[src/pbpe_ram.sv]
// ----------------------------------------------------------------------------
// pbpe_ram
// Generic single-port-write, single-port-read RAM with registered read.
// ----------------------------------------------------------------------------
module pbpe_ram #(
  parameter int WIDTH = 8,
  parameter int DEPTH = 16
) (
  input  logic                     clk,
  input  logic                     we,
  input  logic [$clog2(DEPTH)-1:0] waddr,
  input  logic [WIDTH-1:0]         wdata,
  input  logic [$clog2(DEPTH)-1:0] raddr,
  output logic [WIDTH-1:0]         rdata
);
  logic [WIDTH-1:0] mem [DEPTH];

  always_ff @(posedge clk) begin
    if (we) mem[waddr] <= wdata;
    rdata <= mem[raddr];
  end
endmodule

[config.mk]
export PLATFORM = sky130hd
export DESIGN_NAME = pbpe_ram
export DESIGN_NICKNAME = d
export VERILOG_FILES = /design/src/pbpe_ram.sv
export SDC_FILE = /design/constraint.sdc
export NUM_CORES = 1
export LEC_CHECK = 0
export BUFFER_PORTS_ARGS = -buffer_cell sky130_fd_sc_hd__buf_2
export CAP_MARGIN = 10
export CORE_UTILIZATION = 40
export CTS_CLUSTER_SIZE = 16
export DETAILED_ROUTE_END_ITERATION = 7
export SLEW_MARGIN = 20
export SYNTH_ARGS = -nofsm -noshare
export SYNTH_HDL_FRONTEND = slang
export SYNTH_SLANG_ARGS = --single-unit
[constraint.sdc]
create_clock -name clk -period 3.7 [get_ports clk]
set_input_delay 0.185 -clock clk [delete_from_list [all_inputs] [get_ports clk]]
set_output_delay 0.185 -clock clk [all_outputs]
set_load 0.02 [all_outputs]
==> results_dict.tcl, run 1 <==
set metrics [dict create \
    status "completed" \
    place.gp.congestion 0.679 \
    slew_headroom_pct 36.6 \
    rsz0062_at_grt "no" \
    worst_pin_slew_ps 947 \
    hp-start "wdata[6]" \
    maxSlewViolCount 0 \
    synth_cell_type_count 19 \
    synth_cells 229 \
    max_freq_mhz 558 \
    antenna_found_initial 0 \
    fp.dieW_um 115 \
    worstSkewPairLatency_ps 410 \
    drt_iter0_markers 259 \
    worstPathRequired_ps 3990 \
    fillers 1047 \
    cts-root-buf "clkbuf_16" \
    synth-main-ff-cell "edfxtp_1" \
    cellPowerDensity_nw_per_um2 589 \
    nets 284 \
    dieArea_sq_um 13300 \
    wl_mm 9.43 \
    vdd.ir_drop.worst_mv 0.331 \
    reg2reg_from "mem[1][3]" \
    grt_overflow_total 0 \
    die_h_um 115 \
    vias_per_cell 5.17 \
    hold_depth 1 \
    path_max_fanout 18 \
    portBuffers 25 \
    drc 0 \
    r2r_cells 3 \
    design_area_sq_um 6020 \
    crit_chain "buf_2, buf_4, mux4_1, a22oi_1, nand2_1" \
    antenna_cells 0 \
    num_vias 2333 \
    syn_area_sq_um 5150 \
    placementRows 41 \
    fin_ws_ps 1910 \
    fin_setup_tns_ps 0 \
    endpoint_kind "register" \
    ys_ff_latch 136 \
    synth_edf_count 128 \
    cp_top_family "buffers and inverters" \
    cts_resized 0 \
    final_cells 451 \
    start_util_pct 41.0 \
    cts_tree "done" \
    area_delta_synth_final_pct 17.0 \
    r2r-end "rdata[3]" \
    place_inst 419 \
    r2r_slack_ps 2320 \
    final_util_pct 47.9 \
    cp_num_buf_inv 2 \
    cp_slowest_stage_delay_ps 600 \
    dp_hpwl_mm 5.96 \
    syn-num-nets 247 \
    postPlaceCellArea_sq_um 5430 \
    pre_cts_slack_ps 1440 \
    ys_seq_area_share_pct 77.8 \
    cts_max_level 4 \
    async_reset_ff_share_pct 0 \
    critPathSlowestCell "mux4_1" \
    grt_pass1_vias 2390 \
    cts_sinks 136 \
    syn_avg_cell_area_sq_um 22.5 \
    dr.pass1.iters 5 \
    period_minus_slack_ps 1790 \
    hold_path_end "mem[7][6]" \
    mostFrequentLayoutCells "edfxtp_1 (128), buf_2 (25), mux4_2 (18)" \
    leakagePower_uw 0.00200 \
    setup_viol 0 \
    clk_pin_slew_ps 50 \
    grt_pass1_wl_mm 14.3 \
    drv_cap 0 \
    hold_buffers 0 \
    worstPathArrival_ps 2080 \
    finalCritPeriodShare_pct 48.4 \
    crit_type "in2reg" \
    grt_max_degree 33 \
    layout-drive-gt1-share_pct 26.9 \
    start_kind "primary input" \
    post_drt_wl_per_cell_um 20.9 \
    cts.path.max_buffers 2 \
    antenna_left 0 \
    final_common_cell "edfxtp_1" \
    cts_setup_buffers 0 \
    hold_viol_final 0 \
    ys_warn_count 0 \
    hold_path.class "in2reg" \
    fin_skew_ps 4.70 \
    cts_buffers 17 \
    coreArea_sq_um 12600 \
    grt_usage_pct 16.1 \
    io_pins 26 \
]
==> stage by stage <==
stage          hold slack (ps)  total power (uW)
4_1_cts                    152              3580
3_3_place_gp               569              1920
5_1_grt                    156              3670
2_1_floorplan              284              1860
6_report                   161              3550
3_5_place_dp               589              1930
==> state kept, by name, indices dropped and copies added (netlist names) <==
register  cells
mem         128
rdata         8
==> cell families (layout without fill, tap and decap cells) <==
family	Yosys count	after routing	synth area share, %
and+or+nand+nor	35	35	3.18
AOI/OAI and AO/OA	16	16	2.33
muxes	32	32	15.0
buffers and inverters	10	60	1.68
DFF	136	136	77.8
==> worst max path at each step <==
stage          startpoint        end  slack, ps  depth (start not counted)
3_5_place_dp     raddr[0]   rdata[4]       1440                          5
3_3_place_gp     raddr[0]   rdata[4]       1430                          5
5_1_grt          raddr[0]   rdata[4]       1750                          5
4_1_cts          raddr[0]   rdata[4]       1860                          5
6_report         raddr[0]   rdata[4]       1910                          5
2_1_floorplan    waddr[2]  mem[0][0]       2020                          2
==> cell type report <==
| type | count | area [sq um] | area share (%) |
|---|---|---|---|
| sequential | 136 | 4000 | 66.5 |
| multi-input combinational | 83 | 1070 | 17.7 |
| clock buffer | 22 | 464 | 7.71 |
| tap | 172 | 215 | 3.57 |
| timing repair buffer | 28 | 148 | 2.45 |
| clock inverter | 10 | 125 | 2.08 |
==> cell usage after synthesis (2+ instances only) <==
cell             number  area, sq um
nand2b_1              2         12.5
nor2_1               13         48.8
a22oi_1              16          120
clkdlybuf4s25_2       3         30.0
edfxtp_1            128         3840
nor3_1                4         20.0
mux4_2               18          405
buf_2                 3         15.0
buf_6                 3         33.8
mux4_1               14          368
nand2_1               9         33.8
nand3b_1              2         15.0
dfxtp_1               8          160
==> power breakdown <==
part           total [uW]  internal (uW)  switching, uW
Combinational         160           62.4           97.3
Sequential           1730           1720           9.46
Clock                1660           1080            571
Total                3550           2870            678
==> layer usage <==
layer	global-route usage (%)	routed length [um]	up-vias
met2	25.7	4750	60
met5	0	0	-
met4	7.53	150	0
met3	5.18	395	13
met1	20.2	4130	1213
li1	-	-	1047
==> worst register-to-register path, stage by stage, from the launching register on <==
cell	delay [ps]
edfxtp_1	350
mux4_1	530
a22oi_1	310
nand2_1	90
(Power assumes the default switching activity.)
==> inputs of run 2 (changes only) <==
- clock period: 3.7 -> 1.8 ns (I/O delays scaled with it)
==> results_dict.tcl, run 2 (synthesized netlist as in run 1, its figures left out) <==
set metrics [dict create \
    drv_cap 0 \
    antenna_cells 0 \
    worstSetupEndpoint "rdata[2]" \
    fillers 1022 \
    grt_pass1_wl_mm 14.6 \
    hold_path.class "in2reg" \
    grt.busiest_layer "met2" \
    leakagePower_uw 0.00209 \
    maxSlewViolCount 0 \
    wl_mm 9.57 \
    hold_buffers 0 \
    fin_skew_ps 5.00 \
    endpoint_kind "register" \
    die_h_um 115 \
    final_util_pct 49.2 \
    seq_area_sq_um 4000 \
    path_max_fanout 1 \
    start_util_pct 41.0 \
    grt_use_met1_pct 21.0 \
    vdd.ir_drop.worst_mv 0.715 \
    placementRows 41 \
    portBuffers 25 \
    final_common_cell "edfxtp_1" \
    cts-root-buf "clkbuf_16" \
    cts_sinks 136 \
    r2r_slack_ps 430 \
    crit_type "reg2reg" \
    internal_power_uw 5840 \
    largest_reg_flops 128 \
    dieArea_sq_um 13300 \
    fp.dieW_um 115 \
    final_cells 469 \
    power_frac_comb_pct 4.8 \
    r2r-end "rdata[2]" \
    met3_usage_pct 5.49 \
    grt_max_degree 33 \
    status "completed" \
    antenna_found_initial 0 \
    dr.pass1.iters 4 \
    worstPathRequired_ps 2090 \
    postPlaceCellArea_sq_um 5600 \
    slew_headroom_pct 71.3 \
    max_freq_mhz 732 \
    rsz0062_at_grt "no" \
    start_kind "register" \
    drt_iter0_markers 188 \
    clkPwrFrac_pct 46.3 \
    cts_resized 0 \
    drc 0 \
    place_inst 437 \
    worst_pin_slew_ps 431 \
    layout-drive-gt1-share_pct 31.0 \
    period_minus_slack_ps 1370 \
    nets 302 \
    worstSkewPairLatency_ps 410 \
    cts_max_level 4 \
    fin_setup_tns_ps 0 \
    p_sw_uw 1440 \
    mostFrequentLayoutCells "edfxtp_1 (128), buf_2 (25), mux4_2 (18), buf_4 (18), clkbuf_16 (17)" \
    finalPower_uw 7290 \
    grtUsageMet2_pct 25.3 \
    vias_per_cell 5.07 \
    cts_tree "done" \
    area_delta_synth_final_pct 20.1 \
    r2r_cells 3 \
    grt_overflow_total 0 \
    grt_pass1_vias 2477 \
    seqPwrFrac_pct 48.8 \
    num_vias 2378 \
    design_area_sq_um 6180 \
    multi_input_area_sq_um 1060 \
    setup_viol 0 \
    top_regs "mem (128), rdata (8)" \
    place.gp.congestion 0.710 \
    finalCritPeriodShare_pct 75.9 \
    reg2reg_from "mem[5][2]" \
    grt_usage_pct 16.3 \
    dp_hpwl_mm 5.98 \
    regMostFlops "mem" \
    cts.path.max_buffers 2 \
    post_drt_wl_per_cell_um 20.4 \
    antenna_left 0 \
    cts_buffers 17 \
    worstPathArrival_ps 1660 \
    cellPowerDensity_nw_per_um2 1180 \
    switching_share_pct 19.8 \
    crit_start "mem[5][2]" \
    hold_viol_final 0 \
    coreArea_sq_um 12600 \
    io_pins 26 \
    cts_setup_buffers 0 \
    clk_pin_slew_ps 60 \
]
==> run 2: cell count changes in the layout (fill, tap and decap cells not counted), sizes merged <==
cell / delta
buf: +18
clkbuf: -4
clkinv: -2
clkinvlp: +5
inv: +1
==> run 2: power groups by stage <==
stage	logic, uW	clock network, uW	registers, uW
global placement	355	0	3620
detailed placement	360	0	3630
floorplan	180	0	3650
finish	353	3380	3560
CTS	361	3440	3560
global route	384	3590	3570
==> run 2: worst min path at each step <==
stage | start | endpoint | slack, ps | cells after the start
2_1_floorplan | wdata[0] | mem[0][0] | 190 | 0
3_5_place_dp | wdata[0] | mem[4][0] | 490 | 1
4_1_cts | wdata[0] | mem[5][0] | 50 | 1
3_3_place_gp | wdata[5] | mem[6][5] | 470 | 1
6_report | wdata[0] | mem[5][0] | 60 | 1
5_1_grt | wdata[0] | mem[4][0] | 50 | 1
==> run 2: critical path, stage by stage (launching register included) <==
cell and delay, ps:
edfxtp_1 360, mux4_1 520, a22oi_1 260, nand2_1 100
==> run 2: layer usage <==
layer / part of all wire, % / wire [um]
met5: 0 / 0
met4: 1.1 / 106
met3: 4.6 / 443
met2: 48 / 4630
met1: 46 / 4380
==> run 2: final cells by class <==
type,instances,share of cell area (%)
Clock inverter,14,2.53
Multi-Input combinational cell,83,17.1
Sequential cell,136,64.8
Clock buffer,18,6.94
Timing Repair Buffer,46,5.18
Tap cell,172,3.48
==> run 2: metrics by stage <==
| step | setup WS [ps] | hold slack, ps |
|---|---|---|
| global placement | 267 | 474 |
| detailed placement | 266 | 485 |
| finish | 435 | 62.5 |
| CTS | 437 | 49.5 |
| floorplan | 217 | 189 |
| global route | 333 | 51.4 |
==> inputs of run 3 (changes only) <==
- ABC_AREA: default -> 1
- clock period: 1.8 -> 1.3 ns (I/O delays scaled with it)
==> results_dict.tcl, run 3 <==
set metrics [dict create \
    status "completed" \
    synth_cells 551 \
    cts_sinks 136 \
    num_vias 3815 \
    syn_avg_cell_area_sq_um 10.5 \
    ys_warn_count 0 \
    worstSkewPairLatency_ps 410 \
    drt_iter0_markers 256 \
    grt_overflow_total 0 \
    cts_tree "done" \
    fin_skew_ps 5.00 \
    start_kind "register" \
    met3_usage_pct 4.17 \
    finalCritPeriodShare_pct 78.0 \
    fin_ws_ps 285 \
    async_reset_ff_share_pct 0 \
    synth_cell_type_count 12 \
    dieArea_sq_um 14900 \
    drv_cap 0 \
    regMostFlops "mem" \
    path_max_fanout 1 \
    vdd.ir_drop.worst_mv 0.790 \
    p_sw_uw 2220 \
    synth_top_cell_area_share_pct 66.7 \
    synth_top_area_cell "edfxtp_1" \
    yosysMostFrequentCell "nand2_1" \
    grt_use_met1_pct 25.2 \
    reg2reg_from "mem[7][4]" \
    layout-drive-gt1-share_pct 13.4 \
    clk_pin_slew_ps 60 \
    cp_num_buf_inv 1 \
    antenna_cells 0 \
    top_regs "mem (128), rdata (8)" \
    maxSlewViolCount 0 \
    post_drt_wl_per_cell_um 16.6 \
    syn-num-nets 569 \
    grt_max_degree 65 \
    grt_usage_pct 19.2 \
    crit_type "reg2out" \
    ys_ff_latch 136 \
    mostFrequentLayoutCells "nand2_1 (173), edfxtp_1 (128), inv_1 (100)" \
    dp_hpwl_mm 8.07 \
    cts.path.max_buffers 2 \
    vias_per_cell 4.83 \
    antenna_left 0 \
    syn_area_sq_um 5770 \
    cts_max_level 4 \
    fillers 1303 \
    antenna_found_initial 0 \
    cp.depth 1 \
    hold_viol_final 0 \
    clkPwrFrac_pct 46.8 \
    hold_path.class "in2reg" \
    seqPwrFrac_pct 46.9 \
    setup_viol 0 \
    grt_pass1_wl_mm 20.5 \
    synth-main-ff-cell "edfxtp_1" \
    hold_buffers 0 \
    cts_resized 0 \
    internal_power_uw 8290 \
    cellPowerDensity_nw_per_um2 1540 \
    pre_cts_slack_ps 159 \
    largest_reg_flops 128 \
    hold_depth 3 \
    critPathSlowestCell "dfxtp_1" \
    drc 0 \
    cts_buffers 17 \
    grtUsageMet2_pct 30.4 \
    endpoint_kind "output pin" \
    crit_start "rdata[7]" \
    grt_pass1_vias 3760 \
    area_delta_synth_final_pct 18.2 \
    power_frac_comb_pct 6.3 \
    synth_common_cells "nand2_1 (173), edfxtp_1 (128), inv_1 (100)" \
    r2r_cells 6 \
    synthTopCellsByArea "edfxtp_1 (67%), nand2_1 (11%), nand3_1 (8.4%), inv_1 (6.5%), dfxtp_1 (2.8%)" \
    leakagePower_uw 0.00297 \
    die_h_um 122 \
    final_common_cell "nand2_1" \
    final_cells 790 \
    cts-root-buf "clkbuf_16" \
    dr.pass1.iters 4 \
    worstPathArrival_ps 950 \
    wl_mm 13.1 \
    place.gp.congestion 0.790 \
    worst_pin_slew_ps 380 \
    synth_edf_count 128 \
    ys_seq_area_share_pct 69.4 \
    coreArea_sq_um 14000 \
    cp_slowest_stage_delay_ps 360 \
    io_pins 26 \
    cp_top_family "flip-flops" \
    fp.dieW_um 122 \
    switching_share_pct 21.2 \
    max_freq_mhz 986 \
    rsz0062_at_grt "no" \
    worstPathRequired_ps 1240 \
    finalPower_uw 10500 \
    portBuffers 25 \
    slew_headroom_pct 74.7 \
    grt.busiest_layer "met2" \
    fin_setup_tns_ps 0 \
    cts_setup_buffers 0 \
    placementRows 43 \
    place_inst 758 \
    period_minus_slack_ps 1010 \
    nets 615 \
    hp-start "raddr[3]" \
    crit_chain "buf_2" \
    start_util_pct 41.2 \
]
run 3: changes by cell type in the layout (fill, tap and decap cells not counted), sizes merged, moves of 4 or more:
cell	change
clkinvlp	-4
nand3	+96
inv	+101
mux4	-32
clkinv	+4
nand2	+164
nor2	+4
nor3	-4
buf	+5
a22oi	-16
run 3: per-layer routing:
layer / vias up / wire length [um]
met5: - / 0
met1: 1810 / 5770
met3: 23 / 760
li1: 1865 / -
met4: 0 / 272
met2: 117 / 6280
run 3: layout make-up:
type | instances | area [sq um] | area share (%)
Sequential cell | 136 | 4000 | 58.7
Tap cell | 180 | 225 | 3.30
Multi-Input combinational cell | 289 | 1210 | 17.8
Clock buffer | 18 | 429 | 6.29
Timing Repair Buffer | 51 | 383 | 5.61
Clock inverter | 14 | 181 | 2.66
Inverter | 102 | 383 | 5.61
run 3: final timing paths:
kind	slack (ps)	endpoint
setup reg to reg	290	rdata[4]
hold reg to reg	670	rdata[5]
setup / recovery	290	rdata[7]
hold / removal	7	rdata[5]
run 3: worst min-delay path, delay by kind of cell:
kind	cells	cell delay, ps
and+or+nand+nor	2	140
buffers and inverters	1	160
run 3: power by group through the flow:
stage	Clock, uW	Sequential (uW)	Combinational [uW]
6_report	4920	4930	660
5_1_grt	5160	4940	731
4_1_cts	4970	4940	665
3_5_place_dp	0	5030	662
3_3_place_gp	0	5020	653
2_1_floorplan	0	5050	346
run 3: metrics by stage:
stage	area, sq um	hold WS, ps	utilization [%]
6_report	6820	7.37	48.7
5_1_grt	6820	17.1	48.7
4_1_cts	6820	1.23	48.7
3_5_place_dp	6210	434	44.4
3_3_place_gp	6210	434	44.4
2_1_floorplan	5770	164	-
run 3: cell families after synthesis:
family	count (synthesis)	share of synthesized area (%)
buf+inv	126	9.52
flops	136	69.4
simple gates	289	21.0
